## config.mk

```make
export PLATFORM = sky130hd
export DESIGN_NAME = least_loaded_machine_dispatch
export DESIGN_NICKNAME = d
export VERILOG_FILES = /design/src/design/llmd_pkg.sv /design/src/design/llmd_ctrl.sv /design/src/design/llmd_datapath.sv /design/src/design/least_loaded_machine_dispatch.sv
export VERILOG_INCLUDE_DIRS = /design/src /design/src/design
export SDC_FILE = /design/constraint.sdc
export NUM_CORES = 1
export LEC_CHECK = 0
export BUFFER_PORTS_ARGS = -buffer_cell sky130_fd_sc_hd__buf_2
export CORE_UTILIZATION = 55
export CTS_CLUSTER_DIAMETER = 30
export CTS_CLUSTER_SIZE = 8
export DETAILED_ROUTE_END_ITERATION = 8
export PLACE_DENSITY = 0.72
export SLEW_MARGIN = 40
export SYNTH_ARGS = -nofsm -noshare
export SYNTH_HDL_FRONTEND = slang
export SYNTH_SLANG_ARGS = --single-unit
```

## constraint.sdc

```tcl
create_clock -name clk_i -period 12 [get_ports clk_i]
set_input_delay 0.6 -clock clk_i [delete_from_list [all_inputs] [get_ports clk_i]]
set_output_delay 0.6 -clock clk_i [all_outputs]
set_load 0.03 [all_outputs]
```

## src/design/least_loaded_machine_dispatch_defines.svh

```systemverilog
// Assertion macros for the least-loaded machine dispatch block.
// Used by the top level only; the macros expect clk_i and rst_ni in scope.
`ifndef LEAST_LOADED_MACHINE_DISPATCH_DEFINES_SVH
`define LEAST_LOADED_MACHINE_DISPATCH_DEFINES_SVH

`define LLMD_ASSERT_SAME(lbl, ante, cons) \
  lbl: assert property (@(posedge clk_i) disable iff (!rst_ni) (ante) |-> (cons)) \
    else $error("llmd assertion failed");

`define LLMD_ASSERT_NEXT(lbl, ante, cons) \
  lbl: assert property (@(posedge clk_i) disable iff (!rst_ni) (ante) |=> (cons)) \
    else $error("llmd assertion failed");

`endif

```

## src/design/llmd_pkg.sv

```systemverilog
// Package for the least-loaded machine dispatch block: sizes, payload structs
// and the command and status structs between controller and datapath. No dependencies.
`default_nettype none

package llmd_pkg;

  localparam int MAX_MACHINES = 16;
  localparam int LOAD_BITS    = 32;
  localparam int IDX_W        = $clog2(MAX_MACHINES);
  localparam int CNT_W        = 5;
  localparam int WEIGHT_W     = 16;
  localparam int OUT_IDX_W    = 4;
  localparam int OUT_LOAD_W   = 32;

  localparam logic [CNT_W-1:0] COUNT_RESET = CNT_W'(16);

  typedef struct packed {
    logic                first_job;
    logic [WEIGHT_W-1:0] job_weight;
  } llmd_in_t;

  typedef struct packed {
    logic [OUT_IDX_W-1:0]  chosen_machine;
    logic [OUT_LOAD_W-1:0] machine_load;
    logic [OUT_LOAD_W-1:0] makespan;
  } llmd_out_t;

  typedef struct packed {
    logic start;
    logic scan;
    logic write;
  } llmd_cmd_t;

  typedef struct packed {
    logic scan_last;
    logic out_free;
  } llmd_status_t;

endpackage

`default_nettype wire

```

## src/design/llmd_ctrl.sv

```systemverilog
// Controller state machine of the least-loaded machine dispatch block.
// Depends on llmd_pkg; drives commands to llmd_datapath and reads its status.
`default_nettype none

module llmd_ctrl (
  input  wire logic                  clk_i,
  input  wire logic                  rst_ni,
  input  wire logic                  in_valid_i,
  output logic                       in_stall_o,
  input  wire llmd_pkg::llmd_status_t status_i,
  output llmd_pkg::llmd_cmd_t        cmd_o
);
  import llmd_pkg::*;

  typedef enum logic [2:0] {
    ST_IDLE  = 3'b001,
    ST_SCAN  = 3'b010,
    ST_WRITE = 3'b100
  } state_e;

  state_e state_q, state_d;

  always_comb begin
    state_d     = state_q;
    cmd_o       = '0;
    in_stall_o  = 1'b1;
    case (state_q)
      ST_IDLE: begin
        in_stall_o = 1'b0;
        if (in_valid_i) begin
          cmd_o.start = 1'b1;
          state_d     = ST_SCAN;
        end
      end
      ST_SCAN: begin
        cmd_o.scan = 1'b1;
        if (status_i.scan_last) begin
          state_d = ST_WRITE;
        end
      end
      ST_WRITE: begin
        if (status_i.out_free) begin
          cmd_o.write = 1'b1;
          state_d     = ST_IDLE;
        end
      end
      default: begin
        state_d = ST_IDLE;
      end
    endcase
  end

  always_ff @(posedge clk_i or negedge rst_ni) begin
    if (!rst_ni) begin
      state_q <= ST_IDLE;
    end else begin
      state_q <= state_d;
    end
  end

endmodule

`default_nettype wire

```

## src/design/llmd_datapath.sv

```systemverilog
// Datapath of the least-loaded machine dispatch block: load store, scan,
// saturating add, makespan and output register. Depends on llmd_pkg.
`default_nettype none

module llmd_datapath (
  input  wire logic                       clk_i,
  input  wire logic                       rst_ni,
  input  wire llmd_pkg::llmd_in_t         in_data_i,
  input  wire logic                       cfg_write_i,
  input  wire logic [llmd_pkg::CNT_W-1:0] cfg_data_i,
  input  wire llmd_pkg::llmd_cmd_t        cmd_i,
  output llmd_pkg::llmd_status_t          status_o,
  output logic                            out_valid_o,
  input  wire logic                       out_stall_i,
  output llmd_pkg::llmd_out_t             out_data_o
);
  import llmd_pkg::*;

  logic [LOAD_BITS-1:0]    loads_q [MAX_MACHINES];
  logic [MAX_MACHINES-1:0] valid_q;
  logic [LOAD_BITS-1:0]    makespan_q;
  logic [CNT_W-1:0]        count_q;
  logic [WEIGHT_W-1:0]     weight_q;
  logic [IDX_W-1:0]        idx_q;
  logic [IDX_W-1:0]        best_idx_q;
  logic [LOAD_BITS-1:0]    best_load_q;
  logic                    out_valid_q;
  llmd_out_t               out_q;

  logic [IDX_W-1:0]     last_idx;
  logic [LOAD_BITS-1:0] rd_load;
  logic [LOAD_BITS:0]   sum;
  logic [LOAD_BITS-1:0] new_load;
  logic [LOAD_BITS-1:0] new_makespan;

  always_comb begin
    if (count_q == '0) begin
      last_idx = '0;
    end else if (count_q >= CNT_W'(MAX_MACHINES)) begin
      last_idx = IDX_W'(MAX_MACHINES - 1);
    end else begin
      last_idx = IDX_W'(count_q - CNT_W'(1));
    end
  end

  assign rd_load      = valid_q[idx_q] ? loads_q[idx_q] : '0;
  assign sum          = {1'b0, best_load_q} + (LOAD_BITS + 1)'(weight_q);
  assign new_load     = sum[LOAD_BITS] ? {LOAD_BITS{1'b1}} : sum[LOAD_BITS-1:0];
  assign new_makespan = (new_load > makespan_q) ? new_load : makespan_q;

  assign status_o.scan_last = (idx_q == last_idx);
  assign status_o.out_free  = !out_valid_q || !out_stall_i;

  always_ff @(posedge clk_i or negedge rst_ni) begin
    if (!rst_ni) begin
      valid_q     <= '0;
      makespan_q  <= '0;
      count_q     <= COUNT_RESET;
      out_valid_q <= 1'b0;
    end else begin
      if (cfg_write_i) begin
        count_q <= cfg_data_i;
      end
      if (cmd_i.start && in_data_i.first_job) begin
        valid_q    <= '0;
        makespan_q <= '0;
      end else if (cmd_i.write) begin
        valid_q[best_idx_q] <= 1'b1;
        makespan_q          <= new_makespan;
      end
      if (cmd_i.write) begin
        out_valid_q <= 1'b1;
      end else if (!out_stall_i) begin
        out_valid_q <= 1'b0;
      end
    end
  end

  always_ff @(posedge clk_i) begin
    if (cmd_i.start) begin
      weight_q <= in_data_i.job_weight;
      idx_q    <= '0;
    end
    if (cmd_i.scan) begin
      if (idx_q == '0 || rd_load < best_load_q) begin
        best_idx_q  <= idx_q;
        best_load_q <= rd_load;
      end
      idx_q <= idx_q + IDX_W'(1);
    end
    if (cmd_i.write) begin
      loads_q[best_idx_q]  <= new_load;
      out_q.chosen_machine <= OUT_IDX_W'(best_idx_q);
      out_q.machine_load   <= OUT_LOAD_W'(new_load);
      out_q.makespan       <= OUT_LOAD_W'(new_makespan);
    end
  end

  assign out_valid_o = out_valid_q;
  assign out_data_o  = out_q;

endmodule

`default_nettype wire

```

## src/design/least_loaded_machine_dispatch.sv

```systemverilog
// Top level of the least-loaded machine dispatch block (greedy list scheduling).
// Depends on llmd_pkg, llmd_ctrl, llmd_datapath and the assertion macro header.
//
// Usage: jobs enter on the in channel (in_valid_i, in_stall_o, in_data_i) and
// each yields one result item on the out channel (out_valid_o, out_stall_i,
// out_data_o). The machine count register is written on the cfg channel
// (cfg_valid_i, cfg_ready_o, cfg_data_i); write it only while the block is idle.
// An accepted item is scanned one machine load per cycle over the active
// machines, then placed and its result written to the output register.
// The next item is accepted in the cycle after placement, so the block takes
// no new item before the last one is placed.
// The output register holds a finished result while the receiver stalls and
// the next item is accepted and scanned meanwhile; placement waits only while
// the earlier result is still held.
// Reset clears all loads, the makespan and both valids, and sets the machine
// count to 16.
`default_nettype none
`include "least_loaded_machine_dispatch_defines.svh"

module least_loaded_machine_dispatch (
  input  wire logic                       clk_i,
  input  wire logic                       rst_ni,
  input  wire logic                       in_valid_i,
  output logic                            in_stall_o,
  input  wire llmd_pkg::llmd_in_t         in_data_i,
  output logic                            out_valid_o,
  input  wire logic                       out_stall_i,
  output llmd_pkg::llmd_out_t             out_data_o,
  input  wire logic                       cfg_valid_i,
  output logic                            cfg_ready_o,
  input  wire logic [llmd_pkg::CNT_W-1:0] cfg_data_i
);
  import llmd_pkg::*;

  llmd_cmd_t    cmd;
  llmd_status_t status;

  assign cfg_ready_o = 1'b1;

  llmd_ctrl u_ctrl (
    .clk_i      (clk_i),
    .rst_ni     (rst_ni),
    .in_valid_i (in_valid_i),
    .in_stall_o (in_stall_o),
    .status_i   (status),
    .cmd_o      (cmd)
  );

  llmd_datapath u_datapath (
    .clk_i       (clk_i),
    .rst_ni      (rst_ni),
    .in_data_i   (in_data_i),
    .cfg_write_i (cfg_valid_i && cfg_ready_o),
    .cfg_data_i  (cfg_data_i),
    .cmd_i       (cmd),
    .status_o    (status),
    .out_valid_o (out_valid_o),
    .out_stall_i (out_stall_i),
    .out_data_o  (out_data_o)
  );

  `LLMD_ASSERT_NEXT(a_busy_after_accept, in_valid_i && !in_stall_o, in_stall_o)
  `LLMD_ASSERT_SAME(a_load_within_makespan, out_valid_o, out_data_o.machine_load <= out_data_o.makespan)
  `LLMD_ASSERT_SAME(a_result_frees_input, $rose(out_valid_o), !in_stall_o)

endmodule

`default_nettype wire
```

==> out/metrics.cfg <==
[final_layout]
nets = 1905
num-fill-cells = 3410
fin_util = 0.6658
antennaDiodeCount = 0
final_layout_size_suffix_gt1_frac = 0.3185
synthToLayoutAreaGrowth_pct = 19.77

[drt]
drt_iter0_markers = 1597
first_pass_iters = 7
wl_per_cell_um = 28.50
drt-total-wl_mm = 73.29
drc = 0
avgViaCountPerCell = 6.329
antenna_left = 0
via_count = 16280

[pwr]
ir_drop_mv = 0.1911
total_power_mw = 8.459
p_per_area_nw_per_um2 = 241.8
p_leak_nw = 12.37

[min_path]
hold_class = in -> async

[placed_design]
hpwl_mm = 40.12
place.gp.congestion = 0.9097
io_buffer_count = 96
pre_cts_ws_ns = 5.534

[floorplanning]
num_io_pins = 98
fp-row-count = 84
fp.dieH_um = 232.5
die_x_um = 232.5
die_area_um2 = 54040
core_um2 = 52550
start_util = 0.5559

[clock_tree]
cts_tree = done
clockRootBuffer = clkbuf_16
numCtsBuffers = 130
post_cts_buffers = 0
hold_buffers = 0
cts_resized = 0
ctsLongestPathBuffers = 3
cts.sinks = 697
clk_latency_ns = 0.71
cts_max_level = 4
clk_pin_slew_ns = 0.05

[sta]
max_freq_ghz = 0.1569
relSlewSlack = 0.4284
final.min_clock_period_ns = 6.375
setup_ws_ns = 5.625
drv_slew = 0
grt_setup_unrepaired = no
holdWs_ns = -0.04097
finalHoldViolCount = 22
skew_ns = 0.02272
setup_viol = 0
tightestPinTransition_ns = 0.8553
tns_ns = 0
post-route-period-util = 0.5313

[worst_setup_path]
crit_family = compound AO/OA/AOI/OAI gates
max_stage_delay_ns = 0.59
timing_worst_setup_path_type = reg -> reg
cp.buffers_inverters = 2
slowest_stage = nand2_1
crit_required_ns = 12.44
arrival_ns = 6.81
worstPathCellList = ha_1 > fa_1 > a211o_1 > a221o_1 > a21oi_2 > o311ai_4 > buf_4 > nand3_2 > nand2_1 > ha_1 > a41oi_1 > nor2_1 > o221a_2 > o41ai_1 > o211ai_1 > nand2_1 > buf_4 > mux2_2
worstPathMaxFanout = 22
crit_path_end_kind = register
critPathLaunchType = register

[yosys]
ys_ff_latch = 697
yosys-top-cells-area = edfxtp_1 65%, mux4_2 13%, dfrtp_1 4.7%
netlist_instances = 1577
ys.flop_type = edfxtp_1
seq_area_frac_synth = 0.7054
synth.top_cell.area_share = 0.6538
postSynthAreaPerCell_um2 = 18.52
yosys_warnings = 0
synth_edf_count = 636
synth_area_leader_cell = edfxtp_1
yosysUniqueCellTypes = 70
netlist_area_um2 = 29210
syn-num-nets = 1688
synthArstFlopShare = 0.08178

[grt]
grt_first_pass_wirelength_mm = 108.5
grt_overflow = 0
grt_pass1_vias = 16620
track_usage = 0.2824
grt_max_degree = 62
antenna_found_initial = 0

[run]
drv_cap = 0

[status]
violations = hold timing
outcome = complete, but fails checks

## per-layer routing
metal,share of wire,GRT usage,vias to the layer above
met4,0.022,0.09620,0
li1,-,-,6835
met2,0.49,0.4455,873
met1,0.40,0.3909,8456
met3,0.089,0.06434,113
met5,0,0,-
## path summary, 6_finish.rpt
kind | slack, ns | cells after the start | endpoint | from
hold / removal | -0.04 | 2 | u_datapath.makespan_q[29]$_DFFE_PN0P_ | rst_ni
max in group asynchronous | 11.60 | 2 | u_datapath.valid_q[15]$_DFFE_PN0P_ | rst_ni
setup / recovery | 5.62 | 18 | u_datapath.out_data_o[19]$_DFFE_PP_ | u_datapath.best_load_q[0]$_DFFE_PP_
min in group clk_i | 0.08 | 1 | u_datapath.weight_q[9]$_DFFE_PP_ | in_data_i[9]
setup reg to reg | 5.62 | 18 | u_datapath.out_data_o[19]$_DFFE_PP_ | u_datapath.best_load_q[0]$_DFFE_PP_
hold reg to reg | 0.48 | 1 | u_datapath.valid_q[12]$_DFFE_PN0P_ | u_datapath.valid_q[12]$_DFFE_PN0P_
## synth_stat cells, types with 4 or more instances
cell and number:
edfxtp_1 636, mux4_2 163, ha_1 83, inv_1 70
a21oi_1 62, mux2_2 56, dfrtp_1 55, nand2_1 52
nor2_1 43, nor2b_1 35, clkbuf_1 34, nand3_1 26
buf_2 19, o21a_1 19, o21ai_0 18, a21o_1 17
xnor2_1 13, a31oi_1 12, nor3_1 12, a211oi_1 10
buf_1 9, mux2i_1 9, nand4_1 9, o21ai_1 9
mux2_1 8, and3_1 7, o211ai_1 7, inv_2 5
o21bai_1 5, xor2_1 5, a41oi_1 4, dfxtp_1 4
## layout by cell type, fill, tap and decap left out, types with 7 or more instances in the layout
cell type  synthesis  final
edfxtp_1         636    636
mux4_2           163    163
clkbuf_16          0    133
buf_2             19     96
ha_1              83     83
inv_1             70     70
a21oi_1           62     61
mux2_2            56     56
dfrtp_1           55     55
nand2_1           52     50
buf_4              1     47
nor2b_1           35     35
nor2_1            43     31
nand3_1           26     26
clkbuf_1          34     24
o21a_1            19     19
o21ai_0           18     18
a21o_1            17     17
clkinv_2           0     16
clkinv_1           0     16
xnor2_1           13     13
nor2_4             0     12
a211oi_1          10     10
bufinv_16          0     10
nand4_1            9      9
o21ai_1            9      8
nor3_1            12      8
a31oi_1           12      8
mux2i_1            9      8
mux2_1             8      8
inv_6              0      8
o211ai_1           7      7
## cell type report
cell class                 instances  area (µm²)  share of cell area
sequential                       697       20620              0.5893
multi-input combinational        742        8233              0.2353
clock buffer                     158        3432             0.09809
timing repair buffer             148       907.1             0.02593
tap                              688       860.8             0.02460
clock inverter                    64       655.6             0.01874
inverter                          75       281.5            0.008046
## cell families after synthesis
| logic type | after synthesis | synth area share |
|---|---|---|
| xor gates and xnor gates | 18 | 0.005397 |
| AOI/OAI and AO/OA | 191 | 0.04356 |
| adders and majority gates | 84 | 0.03623 |
| buffers and inverters | 138 | 0.01867 |
| other | 1 | 0.0001284 |
| DFF | 697 | 0.7054 |
| and+or+nand+nor | 212 | 0.03718 |
| muxes | 236 | 0.1534 |
## metrics by stage
step / instances / instance area [µm²]
CTS: 2571 / 34950
finish: 2572 / 34990
global placement: 2348 / 30840
global route: 2572 / 34990
floorplan: 1577 / 29210
detailed placement: 2349 / 30860
## state kept, by name (all words and copies together), names as in the netlist, named ones only
| signal | cells |
|---|---|
| u_datapath.valid_q | 16 |
| u_datapath.out_data_o | 68 |
| u_datapath.out_valid_o | 1 |
| u_datapath.count_q | 5 |
| u_datapath.idx_q | 4 |
| u_datapath.best_idx_q | 4 |
| u_datapath.makespan_q | 32 |
| u_datapath.weight_q | 16 |
| u_ctrl.state_q | 3 |
| u_datapath.best_load_q | 32 |
| u_datapath.loads_q | 512 |
## power by group
part | total (mW) | switching (mW) | internal (mW)
clock | 3.40 | 1.17 | 2.23
sequential | 3.14 | 0.109 | 3.03
combinational | 1.92 | 1.11 | 0.809
Power figures use the tool's default switching activity.
